$ cat config.mk
export PLATFORM = sky130hd
export DESIGN_NAME = tpi_ram
export DESIGN_NICKNAME = d
export VERILOG_FILES = /design/src/rtl/core/tpi_ram.sv
export SDC_FILE = /design/constraint.sdc
export NUM_CORES = 1
export LEC_CHECK = 0
export ABC_AREA = 1
export BUFFER_PORTS_ARGS = -buffer_cell sky130_fd_sc_hd__buf_2
export CAP_MARGIN = 20
export CORE_MARGIN = 4
export CORE_UTILIZATION = 55
export DETAILED_ROUTE_END_ITERATION = 7
export PLACE_DENSITY_LB_ADDON = 0.2
export SYNTH_ARGS = -nofsm -noshare
export SYNTH_HDL_FRONTEND = slang
export SYNTH_SLANG_ARGS = --single-unit
$ cat constraint.sdc
create_clock -name clk -period 2.6 [get_ports clk]
set_clock_uncertainty 0.2 [all_clocks]
set_input_delay 0.65 -clock clk [delete_from_list [all_inputs] [get_ports clk]]
set_output_delay 0.65 -clock clk [all_outputs]
set_load 0.01 [all_outputs]
$ cat src/rtl/core/tpi_ram.sv
`timescale 1ns / 1ps
// ----------------------------------------------------------------------------
// tpi_ram: generic simple dual-port RAM
// One write port and one read port, read data registered.
// ----------------------------------------------------------------------------
module tpi_ram #(
  parameter int WIDTH = 32,
  parameter int DEPTH = 11
) (
  input  logic                     clk,
  input  logic                     we,
  input  logic [$clog2(DEPTH)-1:0] waddr,
  input  logic [WIDTH-1:0]         wdata,
  input  logic [$clog2(DEPTH)-1:0] raddr,
  output logic [WIDTH-1:0]         rdata
);
  logic [WIDTH-1:0] mem [DEPTH];

  always_ff @(posedge clk) begin
    if (we) begin
      mem[waddr] <= wdata;
    end
    rdata <= mem[raddr];
  end
endmodule

==> key figures <==
STA
  – Final Setup Violations: 0
  – Fin crit share: 0.707
  – Count of final max-slew check failures: 0
  – FMAX: 0.544 GHz
  – Sum of negative setup slack: 0 ns
  – Max transition margin: 0.686
  – Hold slack final: 0.248 ns
  – Setup repair after global routing missed its margin: no
  – Min Tclk post-route: 1.84 ns
  – Transition time of the tightest slew-check pin: 0.469 ns
  – Final hold violation count: 0

Critical path
  – Critical path cell sequence: buf_2
  – Worst R2R Start: mem[1][22]
  – Worst EP required: 1.75 ns
  – End of the critical path: rdata[9]
  – Worst setup path start: rdata[9]
  – Critical Setup Path Class: reg2out
  – Maximum single-stage delay on the critical path: 0.34 ns
  – Setup slack, reg-to-reg: 1.41 ns
  – Family of cells with the greatest summed delay on the critical path: flip-flops
  – Number of logic stages on the critical path including buffering: 1
  – Setup crit end kind: output pin
  – Critical Path AT: 0.99 ns
  – Critical path launch point type: flop
  – Number of cell instances on the worst register-to-register path: 6
  – End of the worst register-to-register path: rdata[22]
  – Library cell contributing the largest single delay on the critical path: dfxtp_1
  – Crit-path max FO: 1
  – Crit path buffers/inverters: 1

Drt
  – Routed length on met2: 16200 microns
  – Top routing layer used: met4
  – Count of nets left with antenna violations after detail routing: 0
  – 1st-iter DRT viols: 609
  – Via/cell ratio: 5.23
  – Detailed-routed wire length on met3: 1330 microns
  – First drt pass iteration count: 5
  – DRC viols: 0
  – Metal-1 WL: 13500 microns
  – Final wirelength: 31700 microns
  – Routed WL per cell: 17.4 microns
  – Overall via count from detail_route: 9515

Global route
  – Global-route wire length before repair: 49800 microns
  – Pin count of the biggest net entering global routing: 85
  – Vias in the first global route: 9334
  – Number of antenna violations at the first check in global routing: 0
  – GRT Residual Overflow: 0
  – Overall track demand over capacity in global routing: 0.206

Synthesis
  – Number of enable flip-flop cells after synthesis: 352
  – Ranking of synthesized cells by area: edfxtp_1, nand2_1, nand3_1
  – Library cell with the highest instance count after synthesis: nand2_1
  – Cell type contributing the most total cell area after synthesis: edfxtp_1
  – Fraction of synthesized cell area taken by the top area cell type: 0.689
  – Leading register cell type out of synthesis: edfxtp_1
  – Area fraction in and, or, nand and nor cells after synthesis: 0.179
  – Syn Nets: 1386
  – Asr flop ratio synth: 0
  – Dominant combinational cell family by area after synthesis: simple AND/OR/NAND/NOR gates
  – Share of synthesized cell area in full adder, half adder and majority cells: 0
  – Share of synthesized area spent on multiplexers: 0
  – Unique cell type count in the Yosys netlist: 13
  – Post-synthesis sequential element count: 384
  – Mapped Avg Cell Area: 11.4 sq um
  – Top cell types by occurrence after synthesis: nand2_1, edfxtp_1, nand3_1, inv_1, buf_2
  – Parity-gate share of the synthesized area counting xor and xnor cells: 0
  – Netlist area before placement: 0.0153 sq mm
  – Sequential cell area fraction in the yosys report: 0.730
  – Syn Inst Count: 1344
  – Yosys synthesis warning count: 0
  – Share of the synthesized area in compound gates (AO/OA/AOI/OAI): 0.0157

Clock tree
  – Worst-case clock buffer depth: 3
  – TritonCTS clock tree: built
  – Later-pin clock latency in the skew report: 0.52 ns
  – Number of hold buffers added after cts: 0
  – Post-cts gate resize count: 0
  – Number of clock sinks: 384
  – Library cell used as clock root buffer: clkbuf_16
  – Post-CTS setup buffer count: 0
  – Clock transition at the registers of the reported paths: 0.06 ns
  – Htree depth: 2
  – Total CTS buffers: 38

Place
  – Port-buffer cells: 73
  – Instance area at placement: 0.0163 sq mm
  – Placed wire-length estimate: 17400 microns
  – Weighted congestion reported at the end of routability-driven placement: 0.747

Pwr
  – Leakage power figure: 7.26 nW
  – Power Density: 768 mW/mm^2
  – Maximum ir drop on the vdd rail: 0.544 mV
  – Final Power: 13.6 mW

Die
  – Core Region: 0.0272 sq mm
  – Floorplan die width: 175 microns
  – Starting density of the core: 0.565
  – Die area: 0.0306 sq mm
  – Chip height: 175 microns
  – Number of core rows: 60
  – I/O pin cnt: 74

Final layout
  – Finished layout cell area: 0.0177 sq mm
  – Fillers: 2014
  – Layout area overhead: 15.2%
  – Share of cells above drive strength 1: 0.123
  – Net total in the final layout: 1462
  – Antenna cells: 0

Flow run
  – Number of max-cap violations: 0

Hold path
  – Min-delay worst type: in2reg

Status
  – Result of the run: completed
-- state kept, by name, indices dropped and copies added (netlist names) --
signal  count
mem       352
rdata      32
-- cell type report --
cell class / count / area [sq um] / area share
clock inverter: 19 / 267 / 0.0151
tap: 372 / 465 / 0.0263
clock buffer: 49 / 1100 / 0.0620
sequential: 384 / 11200 / 0.634
multi-input combinational: 690 / 3080 / 0.174
timing repair buffer: 106 / 816 / 0.0461
inverter: 200 / 756 / 0.0427
-- cells in the final DEF (no fill, tap or decap), drive strengths merged --
cell type / count
buf: 106
bufinv: 7
clkbuf: 49
clkinv: 11
clkinvlp: 1
dfxtp: 32
edfxtp: 352
inv: 200
nand2: 420
nand3: 227
nor2: 11
o211ai: 32
-- power breakdown --
part / total [mW] / leakage, nW / internal, mW / switching (mW)
sequential: 6.94 / 3.45 / 6.90 / 0.0368
combinational: 0.776 / 3.14 / 0.243 / 0.533
clock: 5.87 / 0.669 / 3.66 / 2.21
total: 13.6 / 7.26 / 10.8 / 2.78
-- layer usage --
layer  global-route usage  up-vias
met2                0.365      217
li1                     -     4617
met4               0.0534        0
met1                0.270     4628
met5                    0        -
met3               0.0294       53
-- how the worst min path moves through the flow --
stage,startpoint,endpoint,cells after the start
2_1_floorplan,mem[10][0],rdata[0],2
3_3_place_gp,mem[10][25],rdata[25],2
3_5_place_dp,mem[10][12],rdata[12],2
4_1_cts,wdata[14],mem[10][14],1
5_1_grt,wdata[3],mem[1][3],1
6_report,wdata[12],mem[1][12],1
-- stage by stage --
step,util,worst slack [ns],std cells
final,0.651,0.762,1820
after global routing,0.651,0.722,1820
after CTS,0.651,0.722,1820
after detailed placement,0.601,0.434,1752
after global placement,0.601,0.464,1752
after floorplan,-,-0.220,1344
-- logic make-up after synthesis --
kind of cell	Yosys count
simple gates	658
flops	384
buf+inv	270
compound gates	32
Power figures use the tool's default switching activity.
