### src/rtl/core/tpi_pkg.sv
`timescale 1ns / 1ps
// ----------------------------------------------------------------------------
// tpi_pkg: shared types and constants
// Item structs, sequencer states and fixed-point helpers for the integrator.
// ----------------------------------------------------------------------------
package tpi_pkg;

  localparam int MAX_DEGREE_DEF    = 10;
  localparam int MAX_DIVISIONS_DEF = 65535;

  localparam logic OP_LOAD      = 1'b0;
  localparam logic OP_INTEGRATE = 1'b1;

  typedef struct packed {
    logic               operation;
    logic [3:0]         coef_index;
    logic signed [31:0] coef_value;
    logic signed [31:0] lower_end;
    logic signed [31:0] upper_end;
    logic [15:0]        divisions;
  } tpi_in_t;

  typedef struct packed {
    logic signed [31:0] integral;
    logic signed [31:0] step_width;
    logic               overflow;
  } tpi_out_t;

  typedef enum logic [3:0] {
    ST_IDLE,
    ST_DIV,
    ST_HSAT,
    ST_POINT,
    ST_HRD,
    ST_HMUL,
    ST_HADD,
    ST_ACCUM,
    ST_SC_MUL,
    ST_SC_FIN,
    ST_OUT
  } tpi_state_t;

  function automatic logic signed [31:0] sat32(input logic signed [65:0] v,
                                               output logic ov);
    logic signed [31:0] r;
    ov = 1'b0;
    r  = v[31:0];
    if (v > 66'sh0_7FFF_FFFF) begin
      ov = 1'b1;
      r  = 32'sh7FFF_FFFF;
    end else if (v < -66'sh0_8000_0000) begin
      ov = 1'b1;
      r  = 32'sh8000_0000;
    end
    return r;
  endfunction

endpackage

### src/rtl/core/tpi_div.sv
`timescale 1ns / 1ps
// ----------------------------------------------------------------------------
// tpi_div: restoring divider
// Divides a 33-bit magnitude by a divisor one quotient bit per cycle.
// ----------------------------------------------------------------------------
module tpi_div
  import tpi_pkg::*;
#(
  parameter int DW = 16
) (
  input  logic          clk,
  input  logic          rst_n,
  input  logic          start,
  input  logic [32:0]   dividend,
  input  logic [DW-1:0] divisor,
  output logic          done,
  output logic [32:0]   quotient
);
  logic [32:0]   q_r, q_nxt;
  logic [DW:0]   rem_r, rem_nxt;
  logic [5:0]    cnt_r, cnt_nxt;
  logic          busy_r, busy_nxt;
  logic [DW:0]   trial;

  always_comb begin
    q_nxt    = q_r;
    rem_nxt  = rem_r;
    cnt_nxt  = cnt_r;
    busy_nxt = busy_r;
    done     = 1'b0;
    trial    = {rem_r[DW-1:0], q_r[32]};
    if (start) begin
      q_nxt    = dividend;
      rem_nxt  = '0;
      cnt_nxt  = 6'd33;
      busy_nxt = 1'b1;
    end else if (busy_r) begin
      if (trial >= {1'b0, divisor}) begin
        rem_nxt = trial - {1'b0, divisor};
        q_nxt   = {q_r[31:0], 1'b1};
      end else begin
        rem_nxt = trial;
        q_nxt   = {q_r[31:0], 1'b0};
      end
      cnt_nxt = cnt_r - 6'd1;
      if (cnt_r == 6'd1) begin
        busy_nxt = 1'b0;
        done     = 1'b1;
      end
    end
  end

  assign quotient = q_nxt;

  always_ff @(posedge clk) begin
    if (!rst_n) begin
      busy_r <= 1'b0;
      cnt_r  <= '0;
    end else begin
      busy_r <= busy_nxt;
      cnt_r  <= cnt_nxt;
    end
    q_r   <= q_nxt;
    rem_r <= rem_nxt;
  end
endmodule

### config.mk
export PLATFORM = sky130hd
export DESIGN_NAME = tpi_div
export DESIGN_NICKNAME = d
export VERILOG_FILES = /design/src/rtl/core/tpi_pkg.sv /design/src/rtl/core/tpi_div.sv
export SDC_FILE = /design/constraint.sdc
export NUM_CORES = 1
export LEC_CHECK = 0
export BUFFER_PORTS_ARGS = -buffer_cell sky130_fd_sc_hd__buf_4
export CAP_MARGIN = 20
export CORE_MARGIN = 2
export CORE_UTILIZATION = 46
export DETAILED_ROUTE_END_ITERATION = 10
export HOLD_SLACK_MARGIN = 0.12
export PLACE_DENSITY_LB_ADDON = 0.1
export SETUP_SLACK_MARGIN = 0.15
export SLEW_MARGIN = 20
export SYNTH_ARGS = -nofsm -noshare
export SYNTH_HDL_FRONTEND = slang
export SYNTH_SLANG_ARGS = --single-unit
### constraint.sdc
create_clock -name clk -period 2.2 [get_ports clk]
set_input_delay 0.33 -clock clk [delete_from_list [all_inputs] [get_ports clk]]
set_output_delay 0.33 -clock clk [all_outputs]
set_load 0.02 [all_outputs]
==> summary.txt, run 1 <==
Drt
  – DR vias/cell: 5.158
  – Via count: 3028
  – Final WL: 7854 um
  – DRC viols: 0
  – Drt first pass iters: 4
  – Detail Route Antenna Nets: 0
  – Routed len/inst: 13.38 um
  – First DRT Iteration DRCs: 80

Worst setup path
  – WP data arrival: 2.16 ns
  – CP Data Required Time: 1.87 ns
  – CP endpoint kind: output port
  – Critical path class: reg2out
  – Critical path peak fanout: 4
  – CP startpoint kind: flip-flop
  – Reg2reg path depth: 13

Global route
  – Global-route wire length before repair: 12650 um
  – GRT Total Usage: 20.43%
  – Largest net degree at the start of global routing: 69
  – Antenna violations before repair: 0
  – Total gr overflow: 0
  – Vias in the first global route: 2941

CTS
  – CTS H-tree depth: 2
  – CTS clock-pin slew for the worst setup and hold paths: 0.11 ns
  – Clk root buf: clkbuf_8
  – CTS Buf Count: 5
  – Worst-Skew Late Latency: 0.31 ns
  – CTS tree: built
  – Clk sinks: 56
  – Clock Tree Buf Depth: 2

Finish
  – Layout cells sized above 1: 41.42%
  – Final net count: 577
  – # diodes: 0
  – Area Overhead vs Synth: 47.14%
  – Final Cell Area: 0.004667 mm^2

Floorplanning
  – Cell Rows: 30
  – Die H: 87.04 um
  – I/O pins: 86
  – Starting Density: 47.21%
  – DIE AREA: 0.007575 mm^2
  – Die width: 87.04 um
  – Core Region: 0.006719 mm^2

STA
  – Final TNS setup: -1.665 ns
  – Slew Limit Fails: 0
  – Final Hold Violating Endpoints: 0
  – Final worst-path cycle share: 113.4%
  – Worst clock skew: 0.01027 ns
  – Worst slew margin: 63.84%
  – Min Tclk post-route: 2.494 ns
  – Hold slack: 0.2394 ns
  – Fin worst setup slack: -0.2937 ns
  – Slew @ Worst Pin: 0.5424 ns
  – Setup violators final: 17
  – RSZ-0062 raised after global routing: yes
  – FMAX: 401.0 MHz

Yosys
  – Main synth FF type: dfxtp_1
  – Register area share after synthesis: 35.35%
  – Synth warn: 0
  – Syn Nets: 452
  – Post-Syn Instances: 381
  – Synthesized area: 0.003172 mm^2
  – Distinct cells, synth: 43
  – Yosys reg bits: 56
  – Number of synthesized flops with an enable pin: 0
  – Post-synth ARST share: 0%
  – Syn avg cell area: 8.325 um^2

Pwr
  – Static leakage: 2.076 nW
  – Power Density: 634.5 mW/mm^2
  – Maximum vdd drop: 0.3639 mV
  – Tot Pwr: 2.961 mW

Placement
  – Pre-CTS WS: -0.2179 ns
  – HPWL Detailed: 5616 um
  – Placed cell areas: 0.004277 mm^2
  – Port Buffers: 85
  – RD Place Congestion: 0.8433

Worst hold path
  – Hold crit path type: in2reg
  – WHS Path Cells: 3

Flow run
  – Max-cap violation count: 0

Run status
  – Status: finished with violations
  – Violated checks: negative setup slack
-- cells in the mapped netlist (2+ instances only) --
| library cell | instances | area, um^2 |
|---|---|---|
| mux2i_1 | 38 | 380.4 |
| buf_1 | 3 | 11.26 |
| nor2_1 | 33 | 123.9 |
| dfxtp_1 | 56 | 1121 |
| nand3_1 | 2 | 10.01 |
| inv_1 | 21 | 78.83 |
| nand2_1 | 42 | 157.7 |
| o22ai_1 | 2 | 12.51 |
| a21oi_1 | 22 | 110.1 |
| nand2b_1 | 8 | 50.05 |
| xnor2_1 | 8 | 70.07 |
| clkbuf_1 | 14 | 52.55 |
| xor2_1 | 9 | 78.83 |
| a31oi_1 | 3 | 18.77 |
| a21o_1 | 3 | 22.52 |
| nor3_1 | 7 | 35.03 |
| ha_1 | 18 | 225.2 |
| nor4_1 | 2 | 12.51 |
| nor2b_1 | 6 | 37.54 |
| nand4_1 | 2 | 12.51 |
| o21ai_0 | 42 | 210.2 |
| o21a_1 | 5 | 37.54 |
| a211oi_1 | 15 | 112.6 |
-- cell families after synthesis --
group	synth area share, %
buf+inv	5.404
compound gates	19.76
fa+ha+maj	7.732
flops	35.35
mux	11.99
simple gates	15.07
xor+xnor	4.695
-- layout by cell type, fill, tap and decap left out, types with 2 or more instances in the layout --
master	Yosys	layout
inv_2	0	4
mux2i_1	38	37
dfxtp_2	0	8
dfxtp_1	56	48
nor3_1	7	5
xnor2_1	8	8
a21oi_2	1	6
ha_1	18	8
o21a_1	5	5
nand2_2	1	2
buf_4	1	130
a21o_1	3	3
o21ai_0	42	39
nand2_1	42	41
nand2b_1	8	7
a21oi_1	22	16
a31oi_2	0	2
inv_1	21	15
o21ai_2	1	4
clkbuf_8	0	5
nand4_1	2	2
nor2_2	0	3
buf_8	0	2
a211oi_1	15	10
nor2_1	33	29
nor2b_1	6	6
buf_6	1	7
a211oi_2	1	6
ha_4	0	10
xor2_1	9	9
-- worst paths after layout --
kind	from	endpoint	slack, ns
min	dividend[0]	q_r[0]	0.24
max reg2reg	rem_r[10]	rem_r[6]	-0.18
min reg2reg	rem_r[12]	rem_r[12]	0.51
max	rem_r[10]	quotient[0]	-0.29
-- repair_timing --
action | 4_1_cts | 5_1_grt
pin swaps | 28 | 12
hold buffers | 0 | 0
setup buffers | 11 | 2
endpoints found under the setup margin | 17 | 32
cloned | 0 | 0
gates resized for setup | 28 | 21
-- sequential cells by signal, indices dropped and copies added, names as in the netlist --
| name | count |
|---|---|
| busy_r | 1 |
| rem_r | 16 |
| q_r | 33 |
| cnt_r | 6 |
-- power breakdown --
group	internal [mW]	switching [mW]	total, mW
Clock	0.227	0.356	0.583
Sequential	1.12	0.0700	1.19
Combinational	0.603	0.584	1.19
Total	1.95	1.01	2.96
-- cell type report --
class | instances | area, um^2
sequential | 56 | 1131
timing repair buffer | 139 | 1085
clock inverter | 3 | 21.27
tap | 80 | 100.1
fill | 559 | 2052
inverter | 21 | 88.84
clock buffer | 5 | 68.82
multi-input combinational | 283 | 2172
-- stage by stage --
step	instances	utilization [%]
2_1_floorplan	381	-
3_3_place_gp	566	63.65
3_5_place_dp	566	63.65
4_1_cts	585	67.97
5_1_grt	587	69.46
6_report	587	69.46
-- routing by layer --
| layer | wire [um] | global-route usage [%] | up-vias | share of wire, % |
|---|---|---|---|---|
| li1 | - | - | 1575 | - |
| met2 | 4051 | 36.99 | 69 | 52 |
| met1 | 3249 | 23.36 | 1377 | 41 |
| met3 | 474 | 5.877 | 7 | 6.0 |
| met4 | 79 | 5.398 | 0 | 1.0 |
| met5 | 0 | 0 | - | 0 |
-- critical path, cell delays in order (launching register included) --
cell	delay, ns
dfxtp_2	0.35
ha_4	0.27
nand4_1	0.16
nor4_2	0.30
nor2_1	0.09
o21ai_2	0.19
a41oi_4	0.06
nand2_1	0.08
o21ai_1	0.07
o21ai_2	0.15
buf_6	0.14
(Power assumes the default switching activity.)
==> inputs of run 2 (changes only) <==
==> constraint.sdc (replaced) <==
create_clock -name clk -period 2.9 [get_ports clk]
set_input_delay 0.435 -clock clk [delete_from_list [all_inputs] [get_ports clk]]
set_output_delay 0.435 -clock clk [all_outputs]
set_load 0.02 [all_outputs]
==> summary.txt, run 2 (same netlist as run 1, synthesis figures left out) <==
STA
  – Hold slack: 0.3576 ns (+0.1182 ns)
  – Worst clock skew: 0.01294 ns (+0.002677 ns)
  – Slew Limit Fails: 0 (unchanged)
  – Setup violators final: 0 (-17)
  – Final TNS setup: 0 ns (+1.665 ns)
  – Final worst-path cycle share: 91.76%
  – RSZ-0062 raised after global routing: yes
  – Final Hold Violating Endpoints: 0 (unchanged)
  – Slew @ Worst Pin: 0.6046 ns (+0.06218 ns)
  – FMAX: 375.8 MHz
  – Worst slew margin: 59.69% (-4.1 points)
  – Min Tclk post-route: 2.661 ns

Placement
  – RD Place Congestion: 0.7824 (-7.2%)
  – Port Buffers: 85 (unchanged)
  – HPWL Detailed: 5054 um (-10%)
  – Placed cell areas: 0.003864 mm^2 (-9.7%)

Finish
  – Final net count: 533 (-7.6%)
  – Commonest non-fill, non-tap cells in the layout: 95 x buf_4, 48 x dfxtp_1, 42 x nand2_1, 39 x o21ai_0, 38 x mux2i_1
  – Max reg flops: 33 (unchanged)
  – Area Overhead vs Synth: 30.49%
  – Layout cells sized above 1: 28.51% (-13 points)
  – Top flop regs: q_r: 33 flops, rem_r: 16 flops, cnt_r: 6 flops
  – # diodes: 0 (unchanged)
  – Final core occ: 61.60% (-7.9 points)
  – Final Cell Area: 0.004139 mm^2 (-11%)
  – Commonest non-fill, non-tap cell in the layout: buf_4
  – Most flop-heavy register: q_r

Global route
  – GRT Total Usage: 19.05% (-1.4 points)
  – Largest net degree at the start of global routing: 75 (+8.7%)
  – Global-route wire length before repair: 11810 um (-6.7%)
  – Total gr overflow: 0 (unchanged)
  – Antenna violations before repair: 0 (unchanged)
  – Vias in the first global route: 2745 (-6.7%)

Drt
  – DR vias/cell: 5.192 (+0.64%)
  – Routed len/inst: 12.81 um (-4.2%)
  – Via count: 2819 (-6.9%)
  – Drt first pass iters: 4 (unchanged)
  – Final WL: 6958 um (-11%)
  – DRC viols: 0 (unchanged)
  – Detail Route Antenna Nets: 0 (unchanged)
  – First DRT Iteration DRCs: 114 (+43%)

Worst setup path
  – CP Data Required Time: 2.47 ns (+0.60 ns)
  – CP startpoint: rem_r[9]
  – WP data arrival: 2.23 ns (+0.07 ns)
  – CP endpoint kind: output port
  – Critical path class: reg2out
  – Critical-path cell list: ha_4 > nand4_1 > nor4_2 > nor2_1 > o21ai_2 > a41oi_4 > nand2_1 > o21ai_1 > o21ai_1 > buf_4
  – R2R Path Start: q_r[32]
  – Slowest CP cell: dfxtp_4
  – Most used cell, CP: o21ai_1
  – CP startpoint kind: flip-flop
  – Crit path largest cell delay: 0.38 ns (+0.03 ns)
  – Critical path peak fanout: 4 (unchanged)

CTS
  – Clk sinks: 56 (unchanged)
  – CTS clock-pin slew for the worst setup and hold paths: 0.11 ns (about the same)
  – CTS tree: built
  – Hold-fix buffers, CTS: 0 (unchanged)
  – Clock Tree Buf Depth: 2 (unchanged)
  – CTS Buf Count: 5 (unchanged)
  – Worst-Skew Late Latency: 0.31 ns (about the same)
  – Clk root buf: clkbuf_8
  – CTS H-tree depth: 2 (unchanged)

Floorplanning
  – I/O pins: 86 (unchanged)
  – Core Region: 0.006719 mm^2 (unchanged)
  – Cell Rows: 30 (unchanged)
  – DIE AREA: 0.007575 mm^2 (unchanged)
  – Die H: 87.04 um (unchanged)
  – Die width: 87.04 um (unchanged)
  – Starting Density: 47.21% (unchanged)

Pwr
  – Static leakage: 1.838 nW (-11%)
  – Tot Pwr: 2.056 mW (-31%)
  – Maximum vdd drop: 0.3032 mV (-17%)
  – Power Density: 496.6 mW/mm^2 (-22%)

Run status
  – Status: complete, no violations

Worst hold path
  – Hold_sp: rst_n
  – Hold crit path type: in2reg

Flow run
  – Max-cap violation count: 0 (unchanged)
==> run 2: where the power goes <==
part,switching [mW],internal (mW)
combinational,0.371,0.346
clock,0.261,0.173
sequential,0.0528,0.851
==> run 2: repair_timing <==
item	4_1_cts	5_1_grt
gates resized for setup	11	16
setup buffers	1	3
pin swaps	1	6
endpoints found under the setup margin	1	1
==> run 2: worst paths after layout <==
check / to / slack [ns] / depth (start not counted)
worst max register to register: rem_r[14] / 0.52 / 11
worst min-delay path: cnt_r[5] / 0.36 / 2
worst min register to register: rem_r[11] / 0.52 / 2
worst max-delay path: quotient[0] / 0.24 / 10
==> run 2: area by class of cell <==
cell class              instances  area (um^2)
repair buffers                 95        713.2
well taps                      80        100.1
multi-input cells             283         2027
inverters                      21        78.83
clock inverters                 2        13.76
clock buffers                   6        72.57
fillers                       622         2580
flip-flops and latches         56         1134
==> run 2: layer usage <==
layer	GRT usage, %	wire, um	part of all wire (%)
met4	4.830	53	0.76
met3	5.592	434	6.2
met5	0	0	0
met1	22.95	3144	45
met2	33.10	3325	48
==> run 2: stage by stage <==
stage | std cells | setup WS, ns
6_report | 543 | 0.2390
5_1_grt | 543 | 0.07717
4_1_cts | 540 | 0.1522
3_5_place_dp | 531 | 0.2031
3_3_place_gp | 531 | 0.2651
2_1_floorplan | 381 | 0.1802
==> run 2: worst max-delay path, delay by kind of cell (launching register included) <==
family | cells | cell delay [ns]
fa+ha+maj | 1 | 0.28
compound gates | 4 | 0.48
simple gates | 4 | 0.61
buf+inv | 1 | 0.17
flops | 1 | 0.38
==> inputs of run 3 (changes only) <==
--- a/config.mk
+++ b/config.mk
@@ -5,11 +5,13 @@
 export SDC_FILE = /design/constraint.sdc
 export NUM_CORES = 1
 export LEC_CHECK = 0
+export ABC_AREA = 1
 export BUFFER_PORTS_ARGS = -buffer_cell sky130_fd_sc_hd__buf_4
 export CAP_MARGIN = 20
 export CORE_MARGIN = 2
 export CORE_UTILIZATION = 46
 export DETAILED_ROUTE_END_ITERATION = 10
+export GPL_TIMING_DRIVEN = 0
 export HOLD_SLACK_MARGIN = 0.12
 export PLACE_DENSITY_LB_ADDON = 0.1
 export SETUP_SLACK_MARGIN = 0.15
==> summary.txt, run 3 <==
Run status
  – Status: complete, no violations

Worst setup path
  – WP data arrival: 2.23 ns (about the same)
  – Critical path class: reg2out
  – Reg2reg path depth: 15 (+4)
  – Most used cell, CP: nand2_1
  – CP startpoint: rem_r[7]
  – CP Data Required Time: 2.47 ns (about the same)
  – CP startpoint kind: flip-flop
  – Critical-path cell list: ha_4 > nand2_1 > inv_1 > nand2_1 > nand2_1 > inv_1 > nand3_2 > nand2_4 > nand3_2 > o21ai_0 > o21ai_1 > buf_4
  – Slowest CP cell: dfxtp_1
  – Critical path peak fanout: 5 (+1)
  – Crit path largest cell delay: 0.36 ns (-0.02 ns)
  – R2R Path Start: q_r[32]
  – CP endpoint kind: output port

STA
  – Setup violators final: 0 (unchanged)
  – Fin worst setup slack: 0.2378 ns (-0.001229 ns)
  – Worst clock skew: 0.005877 ns (-0.007067 ns)
  – Final worst-path cycle share: 91.80% (about the same)
  – Worst slew margin: 68.64% (+8.9 points)
  – Final TNS setup: 0 ns (unchanged)
  – Slew @ Worst Pin: 0.4704 ns (-0.1342 ns)
  – Min Tclk post-route: 2.662 ns (+0.001229 ns)
  – Slew Limit Fails: 0 (unchanged)
  – RSZ-0062 raised after global routing: yes
  – FMAX: 375.6 MHz (about the same)
  – Hold slack: 0.3471 ns (-0.01049 ns)
  – Final Hold Violating Endpoints: 0 (unchanged)

Yosys
  – Distinct cells, synth: 32 (-26%)
  – Synth warn: 0 (unchanged)
  – Post-Syn Instances: 554 (+45%)
  – Syn avg cell area: 6.344 um^2 (-24%)
  – Most numerous cell in the Yosys netlist: nand2_1
  – Number of synthesized flops with an enable pin: 0 (unchanged)
  – Main synth FF type: dfxtp_1
  – Post-synth ARST share: 0% (unchanged)
  – Post-synth top area cell: dfxtp_1
  – Post-synth top area share: 31.90% (-3.4 points)
  – Syn Nets: 625 (+38%)
  – Post-synth top cells: 146 x nand2_1, 74 x inv_1, 71 x o21ai_0
  – Yosys reg bits: 56 (unchanged)
  – Register area share after synthesis: 31.90% (-3.4 points)
  – Top cells by area, synth: dfxtp_1 32%, nand2_1 16%, o21ai_0 10%
  – Synthesized area: 0.003515 mm^2 (+11%)

Finish
  – # diodes: 0 (unchanged)
  – Layout Cells excl Fill: 745 (+37%)
  – Final Cell Area: 0.004459 mm^2 (+7.7%)
  – Commonest non-fill, non-tap cell in the layout: nand2_1
  – Most flop-heavy register: q_r
  – Area Overhead vs Synth: 26.88%
  – Final core occ: 60.83% (-0.77 points)
  – Layout cells sized above 1: 19.66% (-8.9 points)
  – Final net count: 716 (+34%)
  – Top flop regs: q_r: 33 flops, rem_r: 16 flops, cnt_r: 6 flops
  – Max reg flops: 33 (unchanged)
  – Commonest non-fill, non-tap cells in the layout: 146 x nand2_1, 86 x buf_4, 74 x inv_1, 70 x o21ai_0, 65 x nor2_1

Placement
  – Placed cell count: 737 (+39%)
  – Port Buffers: 84 (-1.2%)
  – RD Place Congestion: 0.8720 (+11%)
  – Placed cell areas: 0.004269 mm^2 (+10%)
  – HPWL Detailed: 7138 um (+41%)
  – Pre-CTS WS: 0.2095 ns (+0.006339 ns)

Pwr
  – Tot Pwr: 1.755 mW (-15%)
  – Maximum vdd drop: 0.2717 mV (-10%)
  – Power Density: 393.5 mW/mm^2 (-21%)
  – Static leakage: 2.292 nW (+25%)

Drt
  – Routed wl met2: 4031 um (+21%)
  – Drt first pass iters: 5 (+1)
  – Topmost layer with routed signal wires: met4
  – Detail Route Antenna Nets: 0 (unchanged)
  – Via count: 3676 (+30%)
  – Post-Route M1 WL: 4466 um (+42%)
  – DRC viols: 0 (unchanged)
  – Met3 routed WL: 487 um (+12%)
  – First DRT Iteration DRCs: 144 (+26%)
  – DR vias/cell: 4.934 (-5.0%)
  – Final WL: 9053 um (+30%)
  – Routed len/inst: 12.15 um (-5.2%)

Worst hold path
  – Hold_sp: rst_n
  – Hold crit path type: in2reg
  – WHS Path Cells: 3 (+1)

CTS
  – Post-CTS Setup Inserts: 0 (-1)
  – CTS Buf Count: 5 (unchanged)
  – CTS clock-pin slew for the worst setup and hold paths: 0.09 ns (-0.02 ns)
  – CTS H-tree depth: 2 (unchanged)
  – Clock Tree Buf Depth: 2 (unchanged)
  – Worst-Skew Late Latency: 0.30 ns (about the same)
  – Hold-fix buffers, CTS: 0 (unchanged)
  – Clk sinks: 56 (unchanged)
  – CTS tree: built
  – Clk root buf: clkbuf_8

Global route
  – Antenna violations before repair: 0 (unchanged)
  – Largest net degree at the start of global routing: 16 (-79%)
  – Total gr overflow: 0 (unchanged)
  – Vias in the first global route: 3333 (+21%)
  – GRT Total Usage: 21.58% (+2.5 points)
  – Global-route wire length before repair: 14980 um (+27%)

Floorplanning
  – Starting Density: 47.94% (+0.74 points)
  – Cell Rows: 31 (+3.3%)
  – I/O pins: 86 (unchanged)
  – Core Region: 0.007331 mm^2 (+9.1%)
  – DIE AREA: 0.008356 mm^2 (+10%)
  – Die width: 91.41 um (+5.0%)
  – Die H: 91.41 um (+5.0%)

Flow run
  – Max-cap violation count: 0 (unchanged)
## run 3: power by group
part,leakage [nW],internal [mW],total [mW],switching [mW]
clock network,0.0455,0.195,0.427,0.231
registers,0.465,0.830,0.861,0.0317
logic,1.78,0.194,0.467,0.273
total,2.29,1.22,1.75,0.536
## run 3: kinds of logic (layout without fill, tap and decap cells)
family,count (synthesis),count (layout),synth area share [%]
flip-flops,56,56,31.90
buffers and inverters,101,193,11.53
AND/OR/NAND/NOR,280,280,34.46
AO/OA/AOI/OAI,90,90,13.14
XOR/XNOR,8,8,1.994
adder cells (fa/ha/maj),19,19,6.978
## run 3: area by class of cell
type	instances	area (um^2)
sequential	56	1122
tap	99	123.9
buffer	24	117.6
timing repair buffer	84	630.6
clock buffer	8	90.09
fill	704	2872
multi-input combinational	397	2086
inverter	77	289.0
## run 3: path summary, 6_finish.rpt
check	to	slack, ns
worst max-delay path	quotient[0]	0.24
worst min register to register	rem_r[15]	0.49
worst min-delay path	cnt_r[5]	0.35
worst max register to register	rem_r[10]	0.65
## run 3: per-layer routing
metal / global-route usage [%] / vias up
li1: - / 1937
met1: 31.17 / 1641
met2: 32.90 / 90
met3: 4.647 / 8
met4: 4.545 / 0
met5: 0 / -
## run 3: what timing repair did
item                       in CTS  in global routing
gates resized for setup         1                 13
setup endpoints to repair       1                  5
pin swaps                       0                  1
## run 3: worst max-delay path, delay by kind of cell, from the launching register on
| family | cells | cell delay, ns |
|---|---|---|
| simple gates | 6 | 0.56 |
| buf+inv | 3 | 0.37 |
| compound gates | 2 | 0.32 |
| fa+ha+maj | 1 | 0.31 |
| flops | 1 | 0.36 |
